$ cat config.mk
export PLATFORM = sky130hd
export DESIGN_NAME = stuffed_frame_receiver
export DESIGN_NICKNAME = d
export VERILOG_FILES = /design/src/sfr_pkg.sv /design/src/stuffed_frame_receiver.sv
export SDC_FILE = /design/constraint.sdc
export NUM_CORES = 1
export LEC_CHECK = 0
export ABC_CLOCK_PERIOD_IN_PS = 4200
export BUFFER_PORTS_ARGS = -buffer_cell sky130_fd_sc_hd__buf_4
export CORE_AREA = 2 2 135 137
export CTS_BUF_LIST = sky130_fd_sc_hd__clkbuf_4
export CTS_CLUSTER_DIAMETER = 40
export DETAILED_ROUTE_END_ITERATION = 10
export DIE_AREA = 0 0 137 139
export MAX_ROUTING_LAYER = met4
export PLACE_DENSITY = 0.52
export SKIP_LAST_GASP = 1
export SYNTH_ARGS = -nofsm -noshare
export SYNTH_HDL_FRONTEND = slang
export SYNTH_SLANG_ARGS = --single-unit
$ cat constraint.sdc
create_clock -name clock -period 4.2 [get_ports clock]
set_input_delay 1.26 -clock clock [delete_from_list [all_inputs] [get_ports clock]]
set_output_delay 1.26 -clock clock [all_outputs]
set_load 0.02 [all_outputs]
$ cat src/sfr_pkg.sv
// Package with register indexes, parse phases and result types of the frame receiver.
package sfr_pkg;

   localparam int unsigned CSR_INDEX_W = 3;

   localparam logic [CSR_INDEX_W-1:0] CSR_FLAG_BYTE           = 3'd0;
   localparam logic [CSR_INDEX_W-1:0] CSR_ADDRESS_BYTE        = 3'd1;
   localparam logic [CSR_INDEX_W-1:0] CSR_CONTROL_SEQ_ZERO    = 3'd2;
   localparam logic [CSR_INDEX_W-1:0] CSR_CONTROL_SEQ_ONE     = 3'd3;
   localparam logic [CSR_INDEX_W-1:0] CSR_ESCAPE_BYTE         = 3'd4;
   localparam logic [CSR_INDEX_W-1:0] CSR_ESCAPED_FLAG_CODE   = 3'd5;
   localparam logic [CSR_INDEX_W-1:0] CSR_ESCAPED_ESCAPE_CODE = 3'd6;

   localparam logic [7:0] RESET_FLAG_BYTE           = 8'd126;
   localparam logic [7:0] RESET_ADDRESS_BYTE        = 8'd3;
   localparam logic [7:0] RESET_CONTROL_SEQ_ZERO    = 8'd0;
   localparam logic [7:0] RESET_CONTROL_SEQ_ONE     = 8'd64;
   localparam logic [7:0] RESET_ESCAPE_BYTE         = 8'd125;
   localparam logic [7:0] RESET_ESCAPED_FLAG_CODE   = 8'd94;
   localparam logic [7:0] RESET_ESCAPED_ESCAPE_CODE = 8'd93;

   // Reply kind: upper bit selects REJ, lower bit is the sequence asked for.
   localparam logic REPLY_RR  = 1'b0;
   localparam logic REPLY_REJ = 1'b1;

   typedef enum logic [2:0] {
      PH_HUNT = 3'd0,
      PH_FLAG = 3'd1,
      PH_ADDR = 3'd2,
      PH_CTRL = 3'd3,
      PH_DATA = 3'd4,
      PH_ESC  = 3'd5
   } phase_type;

   typedef struct packed {
      logic       is_frame_end;
      logic [7:0] data_byte;
      logic       frame_accepted;
      logic       duplicate_frame;
      logic       check_error;
      logic       stuffing_error;
      logic [1:0] reply_kind;
      logic       frame_sequence;
   } rsp_type;

endpackage

$ cat src/stuffed_frame_receiver.sv
// Byte-stuffed stop-and-wait frame receiver: header check, destuffing and frame verdict.
//
//   channel  direction  handshake            payload
//   req      in         req_valid/req_ready  req_rx_byte
//   rsp      out        rsp_valid/rsp_ready  rsp_is_frame_end, rsp_data_byte, verdict flags
//   csr      in         csr_valid/csr_ready  csr_index, csr_wdata
//
// One byte a cycle unless a result stalls: a byte waits in the input register, is
// parsed there and, if it yields a result, lands in the result register as it leaves.
// The input register keeps taking bytes while a result waits, until a byte that would
// yield a second result finds the result register still full.
// Reset is synchronous; it restores the register defaults and restarts the flag hunt.
// Configuration writes are always taken (csr_ready is high).
module stuffed_frame_receiver (
   input  logic                              clock,
   input  logic                              reset,
   input  logic                              req_valid,
   output logic                              req_ready,
   input  logic [7:0]                        req_rx_byte,
   output logic                              rsp_valid,
   input  logic                              rsp_ready,
   output logic                              rsp_is_frame_end,
   output logic [7:0]                        rsp_data_byte,
   output logic                              rsp_frame_accepted,
   output logic                              rsp_duplicate_frame,
   output logic                              rsp_check_error,
   output logic                              rsp_stuffing_error,
   output logic [1:0]                        rsp_reply_kind,
   output logic                              rsp_frame_sequence,
   input  logic                              csr_valid,
   output logic                              csr_ready,
   input  logic [sfr_pkg::CSR_INDEX_W-1:0]   csr_index,
   input  logic [7:0]                        csr_wdata
);
   import sfr_pkg::*;

   // Configuration registers.
   logic [7:0] flag_ff, address_ff, ctl_zero_ff, ctl_one_ff;
   logic [7:0] escape_ff, esc_flag_ff, esc_escape_ff;

   // Input register.
   logic       in_valid_ff, in_valid_in;
   logic [7:0] in_byte_ff;

   // Parser state.
   phase_type  phase_ff, phase_in;
   logic       frame_seq_ff, frame_seq_in;
   logic       expected_seq_ff, expected_seq_in;
   logic [7:0] running_xor_ff, running_xor_in;
   logic [7:0] held_byte_ff, held_byte_in;
   logic       held_valid_ff, held_valid_in;
   logic       stuff_err_ff, stuff_err_in;

   // Result register.
   logic       rsp_valid_ff, rsp_valid_in;
   rsp_type    rsp_ff, rsp_in;

   logic       advance;
   logic       produces;
   logic       take_data;
   logic [7:0] take_value;
   logic       finish;
   logic       clear_frame;
   logic       note_stuff_err;
   logic       chk_bad, good, acc;
   logic [7:0] ctl_expected;
   logic       is_flag, is_escape;

   assign is_flag      = (in_byte_ff == flag_ff);
   assign is_escape    = (in_byte_ff == escape_ff);
   assign ctl_expected = address_ff ^ (frame_seq_ff ? ctl_one_ff : ctl_zero_ff);

   // Next parse phase.
   always_comb begin
      phase_in = phase_ff;
      if (advance) begin
         unique case (phase_ff)
            PH_HUNT: phase_in = is_flag ? PH_FLAG : PH_HUNT;
            PH_FLAG: begin
               priority if (is_flag)                    phase_in = PH_FLAG;
               else if (in_byte_ff == address_ff)       phase_in = PH_ADDR;
               else                                     phase_in = PH_HUNT;
            end
            PH_ADDR: begin
               priority if (in_byte_ff == ctl_zero_ff)  phase_in = PH_CTRL;
               else if (in_byte_ff == ctl_one_ff)       phase_in = PH_CTRL;
               else if (is_flag)                        phase_in = PH_FLAG;
               else                                     phase_in = PH_HUNT;
            end
            PH_CTRL: phase_in = (in_byte_ff == ctl_expected) ? PH_DATA : PH_HUNT;
            PH_DATA: begin
               priority if (is_flag)                    phase_in = PH_HUNT;
               else if (is_escape)                      phase_in = PH_ESC;
               else                                     phase_in = PH_DATA;
            end
            PH_ESC:  phase_in = PH_DATA;
            default: phase_in = PH_HUNT;
         endcase
      end
   end

   // Per-byte actions of the current phase.
   always_comb begin
      take_data      = 1'b0;
      take_value     = in_byte_ff;
      finish         = 1'b0;
      clear_frame    = 1'b0;
      note_stuff_err = 1'b0;
      if (in_valid_ff) begin
         unique case (phase_ff)
            PH_CTRL: clear_frame = (in_byte_ff == ctl_expected);
            PH_DATA: begin
               priority if (is_flag) begin
                  finish = 1'b1;
               end else if (!is_escape) begin
                  take_data = 1'b1;
               end else begin
                  take_data = 1'b0;
               end
            end
            PH_ESC: begin
               priority if (in_byte_ff == esc_flag_ff) begin
                  take_data  = 1'b1;
                  take_value = flag_ff;
               end else if (in_byte_ff == esc_escape_ff) begin
                  take_data  = 1'b1;
                  take_value = escape_ff;
               end else begin
                  note_stuff_err = 1'b1;
               end
            end
            default: begin
               take_data = 1'b0;
            end
         endcase
      end
   end

   assign produces = finish || (take_data && held_valid_ff);
   assign advance  = in_valid_ff && (!produces || !rsp_valid_ff || rsp_ready);

   assign chk_bad = !held_valid_ff || (running_xor_ff != held_byte_ff);
   assign good    = !chk_bad && !stuff_err_ff;
   assign acc     = good && (frame_seq_ff == expected_seq_ff);

   // Frame state updates.
   always_comb begin
      frame_seq_in    = frame_seq_ff;
      expected_seq_in = expected_seq_ff;
      running_xor_in  = running_xor_ff;
      held_byte_in    = held_byte_ff;
      held_valid_in   = held_valid_ff;
      stuff_err_in    = stuff_err_ff;
      if (advance) begin
         if (phase_ff == PH_ADDR) begin
            if (in_byte_ff == ctl_zero_ff) begin
               frame_seq_in = 1'b0;
            end else if (in_byte_ff == ctl_one_ff) begin
               frame_seq_in = 1'b1;
            end
         end
         if (clear_frame || finish) begin
            running_xor_in = '0;
            held_byte_in   = '0;
            held_valid_in  = 1'b0;
            stuff_err_in   = 1'b0;
         end
         if (finish && acc) begin
            expected_seq_in = !expected_seq_ff;
         end
         if (take_data) begin
            if (held_valid_ff) begin
               running_xor_in = running_xor_ff ^ held_byte_ff;
            end
            held_byte_in  = take_value;
            held_valid_in = 1'b1;
         end
         if (note_stuff_err) begin
            stuff_err_in = 1'b1;
         end
      end
   end

   // Result formation: a held data byte or the frame verdict.
   always_comb begin
      rsp_in = '0;
      if (finish) begin
         rsp_in.is_frame_end    = 1'b1;
         rsp_in.frame_accepted  = acc;
         rsp_in.duplicate_frame = good && !acc;
         rsp_in.check_error     = chk_bad;
         rsp_in.stuffing_error  = stuff_err_ff;
         rsp_in.reply_kind      = {good ? REPLY_RR : REPLY_REJ, !frame_seq_ff};
         rsp_in.frame_sequence  = frame_seq_ff;
      end else begin
         rsp_in.data_byte = held_byte_ff;
      end
   end

   assign req_ready    = !in_valid_ff || advance;
   assign in_valid_in  = req_valid ? 1'b1 : (in_valid_ff && !advance);
   assign rsp_valid_in = (advance && produces) ? 1'b1 : (rsp_valid_ff && !rsp_ready);

   always_ff @(posedge clock) begin
      if (reset) begin
         in_valid_ff     <= 1'b0;
         rsp_valid_ff    <= 1'b0;
         phase_ff        <= PH_HUNT;
         frame_seq_ff    <= 1'b0;
         expected_seq_ff <= 1'b0;
         running_xor_ff  <= '0;
         held_byte_ff    <= '0;
         held_valid_ff   <= 1'b0;
         stuff_err_ff    <= 1'b0;
      end else begin
         rsp_valid_ff    <= rsp_valid_in;
         phase_ff        <= phase_in;
         frame_seq_ff    <= frame_seq_in;
         expected_seq_ff <= expected_seq_in;
         running_xor_ff  <= running_xor_in;
         held_byte_ff    <= held_byte_in;
         held_valid_ff   <= held_valid_in;
         stuff_err_ff    <= stuff_err_in;
         if (req_ready) begin
            in_valid_ff <= in_valid_in;
         end
      end
   end

   always_ff @(posedge clock) begin
      if (req_valid && req_ready) begin
         in_byte_ff <= req_rx_byte;
      end
      if (advance && produces) begin
         rsp_ff <= rsp_in;
      end
   end

   // Configuration registers.
   always_ff @(posedge clock) begin
      if (reset) begin
         flag_ff       <= RESET_FLAG_BYTE;
         address_ff    <= RESET_ADDRESS_BYTE;
         ctl_zero_ff   <= RESET_CONTROL_SEQ_ZERO;
         ctl_one_ff    <= RESET_CONTROL_SEQ_ONE;
         escape_ff     <= RESET_ESCAPE_BYTE;
         esc_flag_ff   <= RESET_ESCAPED_FLAG_CODE;
         esc_escape_ff <= RESET_ESCAPED_ESCAPE_CODE;
      end else if (csr_valid) begin
         unique case (csr_index)
            CSR_FLAG_BYTE:           flag_ff       <= csr_wdata;
            CSR_ADDRESS_BYTE:        address_ff    <= csr_wdata;
            CSR_CONTROL_SEQ_ZERO:    ctl_zero_ff   <= csr_wdata;
            CSR_CONTROL_SEQ_ONE:     ctl_one_ff    <= csr_wdata;
            CSR_ESCAPE_BYTE:         escape_ff     <= csr_wdata;
            CSR_ESCAPED_FLAG_CODE:   esc_flag_ff   <= csr_wdata;
            CSR_ESCAPED_ESCAPE_CODE: esc_escape_ff <= csr_wdata;
            default: begin
            end
         endcase
      end
   end

   assign csr_ready           = 1'b1;
   assign rsp_valid           = rsp_valid_ff;
   assign rsp_is_frame_end    = rsp_ff.is_frame_end;
   assign rsp_data_byte       = rsp_ff.data_byte;
   assign rsp_frame_accepted  = rsp_ff.frame_accepted;
   assign rsp_duplicate_frame = rsp_ff.duplicate_frame;
   assign rsp_check_error     = rsp_ff.check_error;
   assign rsp_stuffing_error  = rsp_ff.stuffing_error;
   assign rsp_reply_kind      = rsp_ff.reply_kind;
   assign rsp_frame_sequence  = rsp_ff.frame_sequence;

endmodule

==> metrics.txt, run 1 <==
Finished Core Util 32.8%; Port Buffers 41; clock net sink count approximately 110; max cap viols 0; reg2reg start in_byte_ff[0]; CTS tree yes; DRC 0; initial core utilization 29.4%; via count 4099; Clk pwr share approximately 30%; CTS buffer count 9; CP Max Fanout 14; Sw Ratio 27.3%; GRT overflow 0; DR WL/cell 16.5 µm; vias in the first global route 3864; Power Density between 300 and 400 mW/mm²; Critical path origin in_byte_ff[1]; met2 wire length slightly above 6000 µm; Net Count, Synth slightly below 600; insertion delay to the later sink of the worst-skew pair 480 ps; WHS 486 ps; Mean Syn Cell Area 9.15 µm²; die area 0.0190 mm²; Placed Cells 812; setup TNS 0 ps; Yosys cell types 47; endpoints failing setup 0; HP Class flip-flop to flip-flop; number of I/O pins 43; Clock Path Buffers 2; H-tree depth 3; Worst Setup End Kind output pin; fin area just under 0.006 mm²; internal power 1.31 mW; Worst setup SP type flip-flop; die height 139 µm; CP Capture Point req_ready; dpl cell area between 0.005 and 0.006 mm²; WP data required 2940 ps; Max Freq ~260 MHz; total track usage between 10% and 20%; synthesized area 0.00520 mm²; clock-pin slew on the worst setup and hold paths 160 ps; Final Hold Viols 0; Synth async-reset ratio 0%; FF-to-FF End in_byte_ff[5]; Final Skew ~21 ps; YS warnings 0; share of cells above drive strength 1 14.0%; Flop pwr share 60.7%; core region area about 0.018 mm²; hold_buf cts 0; initial DRC count 308; unrepaired setup endpoints after global routing false; crit share post-route 92.6%; FF-to-FF setup slack about 1200 ps; met3 WL about 570 µm; ANT nets after route 0; WP data arrival 2630 ps; crit path kind flip-flop to output pin; Filler Cell Count 1835; initial antenna violation count 1; combinational share of power 9.4%; clk root buf clkbuf_4; run status finished clean; Slew @ Worst Pin a little over 900 ps; fin cells ~830; r2r worst-path depth 9; Pre-antenna DRT Iters 5; Final min period between 3000 and 4000 ps; Detailed Route WL 13700 µm; prevailing post-synth register cell dfxtp_1; largest net degree at the start of global routing 41; Nets 618; Leak 2.00 nW; Die X-Extent 137 µm; row count 49; RePlAce Congestion around 0.9; HPWL after DPL 10400 µm; global-route wire length before repair ~22000 µm; IR Drop Worst-Case VDD ~0.14 mV; sequential fraction of the synthesis area 45.1%; Post-Route M1 WL 6770 µm; slew margin rel. 37.4%; number of synthesized flops with an enable pin 24; Max Used Layer met4; Pins Over Slew Limit 0; #FFs+latches synth around 110; drt via density 4.94; sw power 0.489 mW; Gate Count Post-Synth about 570; area grow syn2layout 11.4%
## power groups by stage
stage                     logic (mW)  registers, mW  clock network, mW
after detailed placement       0.168           1.11                  0
after global routing           0.185           1.09              0.594
after global placement         0.166           1.11                  0
after CTS                      0.169           1.09              0.560
final                          0.169           1.09              0.537
after floorplan                0.137           1.08                  0
## critical path, stage by stage, from the launching register on
cell	delay, ps
edfxtp_1	590
xnor2_1	240
nand4_1	140
nor2_1	280
nand2_1	200
clkinvlp_4	240
a31oi_4	60
a21oi_2	170
inv_1	70
buf_4	150
## worst min-delay path by stage
stage,start,endpoint,cells after the start
2_1_floorplan,stuff_err_ff,stuff_err_ff,2
6_report,stuff_err_ff,stuff_err_ff,2
3_5_place_dp,stuff_err_ff,stuff_err_ff,2
5_1_grt,stuff_err_ff,stuff_err_ff,2
3_3_place_gp,stuff_err_ff,stuff_err_ff,2
4_1_cts,stuff_err_ff,stuff_err_ff,2
## state kept, by name (all words and copies together) (netlist names), 2 cells and up
name and count:
held_byte_ff 8, address_ff 8, ctl_zero_ff 8, esc_escape_ff 8, running_xor_ff 8, phase_ff 3
in_byte_ff 8, rsp_data_byte 8, ctl_one_ff 8, rsp_reply_kind 2, flag_ff 8, escape_ff 8
esc_flag_ff 8
## per-stage QoR
| stage | power, mW | setup slack [ps] |
|---|---|---|
| 6_report | 1.79 | 311 |
| 5_1_grt | 1.87 | 49.4 |
| 4_1_cts | 1.82 | 162 |
| 3_5_place_dp | 1.28 | 746 |
| 3_3_place_gp | 1.28 | 828 |
| 2_1_floorplan | 1.22 | 985 |
## area by class of cell
| type | instances | area [µm²] | area share (%) |
|---|---|---|---|
| antenna | 1 | 2.50 | 0.0432 |
| tap | 229 | 287 | 4.95 |
| multi-input combinational | 419 | 2620 | 45.3 |
| timing repair buffer | 44 | 330 | 5.71 |
| sequential | 105 | 2340 | 40.5 |
| inverter | 15 | 60.1 | 1.04 |
| clock inverter | 7 | 76.3 | 1.32 |
| clock buffer | 9 | 67.6 | 1.17 |
## logic make-up after synthesis
| logic type | count (synthesis) | synth area share [%] |
|---|---|---|
| muxes | 24 | 4.62 |
| AOI/OAI and AO/OA | 101 | 14.2 |
| other | 1 | 0.0722 |
| buffers and inverters | 44 | 4.43 |
| DFF | 105 | 45.1 |
| and+or+nand+nor | 220 | 19.3 |
| xor gates and xnor gates | 73 | 12.3 |
## layer usage
metal | GRT usage [%] | up-vias
li1 | - | 2007
met1 | 21.2 | 1971
met2 | 22.6 | 107
met3 | 2.89 | 14
met4 | 4.56 | 0
met5 | - | -
## synthesized netlist by cell type (all sizes together), types with 15 or more instances
library cell,number,area share [%]
a21oi,57,5.7
buf,18,2.6
dfxtp,81,31
edfxtp,24,14
inv,15,1.1
mux2i,24,4.6
nand2,120,8.7
nand3,20,1.9
nor2,30,2.2
o22ai,16,1.9
xnor2,25,4.2
xor2,48,8.1
## layout by cell type (no fill, tap or decap), drive strengths merged, types with 9 or more instances in the layout
master and n:
nor2 30, nor4 10, dfxtp 81, o22ai 16, inv 16, mux2i 24, nand3 20, a31oi 10
xor2 48, buf 44, clkbuf 9, a21oi 57, edfxtp 24, xnor2 25, nand2 120
## timing repair
item	in CTS	in global routing
setup buffers	0	0
endpoints found under the setup margin	0	1
resized for setup	0	1
Note: power is estimated with default switching activity, not from simulation.
==> inputs of run 2 (changes only) <==
--- a/config.mk
+++ b/config.mk
@@ -7,13 +7,13 @@
 export LEC_CHECK = 0
 export ABC_CLOCK_PERIOD_IN_PS = 4200
 export BUFFER_PORTS_ARGS = -buffer_cell sky130_fd_sc_hd__buf_4
-export CORE_AREA = 2 2 135 137
+export CORE_AREA = 2 2 97 99
 export CTS_BUF_LIST = sky130_fd_sc_hd__clkbuf_4
 export CTS_CLUSTER_DIAMETER = 40
 export DETAILED_ROUTE_END_ITERATION = 10
-export DIE_AREA = 0 0 137 139
+export DIE_AREA = 0 0 99 101
 export MAX_ROUTING_LAYER = met4
-export PLACE_DENSITY = 0.52
+export PLACE_DENSITY = 0.85
 export SKIP_LAST_GASP = 1
 export SYNTH_ARGS = -nofsm -noshare
 export SYNTH_HDL_FRONTEND = slang
==> metrics.txt, run 2 (same netlist as run 1, synthesis figures left out) <==
run status finished clean; via count 4163 (+1.6%); endpoints failing setup 0 (unchanged); Final min period 3950 ps (+65.5 ps); fin area 0.00567 mm² (-2.1%); vias in the first global route 3936 (+1.9%); dpl cell area 0.00550 mm² (-2.5%); Placed Cells 695 (-14%); Final Hold Viols 0 (unchanged); Nets 619 (+0.16%); Filler Cell Count 734 (-60%); ANT nets after route 0 (unchanged); die height 101 µm (-27%); hold_buf cts 0 (unchanged); Pins Over Slew Limit 0 (unchanged); slew margin rel. 39.8% (+2.4 points); n_diodes 0 (-1); global-route wire length before repair 20000 µm (-8.0%); Setup Fix Bufs, Post-CTS 0 (unchanged); Finished Core Util 63.1% (+30 points); crit share post-route 94.2% (+1.6 points); GRT overflow 0 (unchanged); IR Drop Worst-Case VDD 0.193 mV (+38%); crit path kind flip-flop to output pin; Power Density 322 mW/mm² (+3.8%); Worst Setup End Kind output pin; total track usage 26.1% (+11 points); WP data arrival 2690 ps (+60 ps); clock net sink count 105 (unchanged); die area 0.0100 mm² (-47%); Pre-antenna DRT Iters 5 (unchanged); drt via density 5.86 (+18%); unrepaired setup endpoints after global routing false; Leak 2.03 nW (+1.0%); core region area 0.00898 mm² (-49%); Crit path max-delay family simple AND/OR/NAND/NOR gates; Port Buffers 41 (unchanged); Worst path max stage delay 620 ps (+30 ps); Max Freq 253 MHz (-1.7%); row count 35 (-29%); Final Skew 16.7 ps (-4.64 ps); Die X-Extent 99 µm (-28%); CTS buffer count 9 (unchanged); most common cell after layout, fill and taps aside nand2_1; Clock Path Buffers 2 (unchanged); clock-pin slew on the worst setup and hold paths 170 ps (about the same); Slew @ Worst Pin 898 ps (-35.6 ps); HPWL after DPL 9140 µm (-12%); post_cts resized 0 (unchanged); Detailed Route WL 12300 µm (-9.6%); initial DRC count 290 (-5.8%); Multi-input gate area 0.00262 mm² (unchanged); Worst Path Buf+Inv 3 (unchanged); DR WL/cell 17.4 µm (+5.4%); CP cell instances xnor2_1 > nand4_1 > nor2_1 > nand2_1 > clkinvlp_4 > a31oi_4 > a21oi_2 > inv_1 > buf_4; largest net degree at the start of global routing 41 (unchanged); H-tree depth 3 (unchanged); WP data required 2940 ps (about the same); sequential cell area 0.00234 mm² (unchanged); initial antenna violation count 0 (-1); Tot Pwr 1.82 mW (+1.6%); max cap viols 0 (unchanged); initial core utilization 57.9% (+28 points); fin cells 711 (-14%); CTS tree yes; HP Class flip-flop to flip-flop; Worst setup SP type flip-flop; RePlAce Congestion 1.06 (+15%); Slowest-stage cell, CP edfxtp_1; DRC 0 (unchanged); insertion delay to the later sink of the worst-skew pair 460 ps (-20 ps); setup TNS 0 ps (unchanged); area grow syn2layout 9.03%; clk root buf clkbuf_4; share of cells above drive strength 1 14.2% (+0.14 points); commonest non-fill, non-tap cells in the layout 120 x nand2_1, 81 x dfxtp_1, 54 x a21oi_1; CP Max Fanout 14 (unchanged); number of I/O pins 43 (unchanged)
-- run 2: cell count changes in the layout (fill, tap and decap cells not counted) --
cell,delta
clkinvlp_4,-2
clkinv_8,+1
diode_2,-1
buf_4,+1
clkinv_2,-1
inv_8,+2
-- run 2: power breakdown --
group / switching [mW] / total [mW] / internal [mW] / leakage (nW)
logic: 0.0945 / 0.163 / 0.0682 / 1.05
clock network: 0.370 / 0.570 / 0.201 / 0.0877
registers: 0.0385 / 1.09 / 1.05 / 0.892
total: 0.503 / 1.82 / 1.32 / 2.03
-- run 2: final cells by class --
| class | count | area share (%) |
|---|---|---|
| timing repair buffer | 45 | 5.96 |
| clock buffer | 9 | 1.19 |
| inverter | 15 | 1.06 |
| multi-input combinational | 419 | 46.3 |
| tap | 111 | 2.45 |
| sequential | 105 | 41.3 |
| clock inverter | 7 | 1.68 |
-- run 2: per-layer routing --
layer  share of wire, %  track usage (%)
met2                 47             40.9
met4                1.8             8.75
met1                 44             34.5
met3                6.9             4.44
met5                  0                -
-- run 2: per-stage QoR --
stage / hold WS (ps) / setup WS [ps]
6_report: 491 / 245
5_1_grt: 518 / 58.0
4_1_cts: 477 / 208
3_5_place_dp: 456 / 752
3_3_place_gp: 459 / 839
2_1_floorplan: 432 / 985
-- run 2: path summary, 6_finish.rpt --
path | cells after the start | end | slack (ps) | startpoint
max | 9 | req_ready | 250 | in_byte_ff[2]
min | 2 | stuff_err_ff | 490 | stuff_err_ff
min reg2reg | 2 | stuff_err_ff | 490 | stuff_err_ff
max reg2reg | 10 | running_xor_ff[2] | 1100 | in_byte_ff[2]
-- run 2: worst min-delay path, cell delays in order, from the launching register on --
cell     delay (ps)
dfxtp_1         360
nand2_1          60
o21ai_1          50
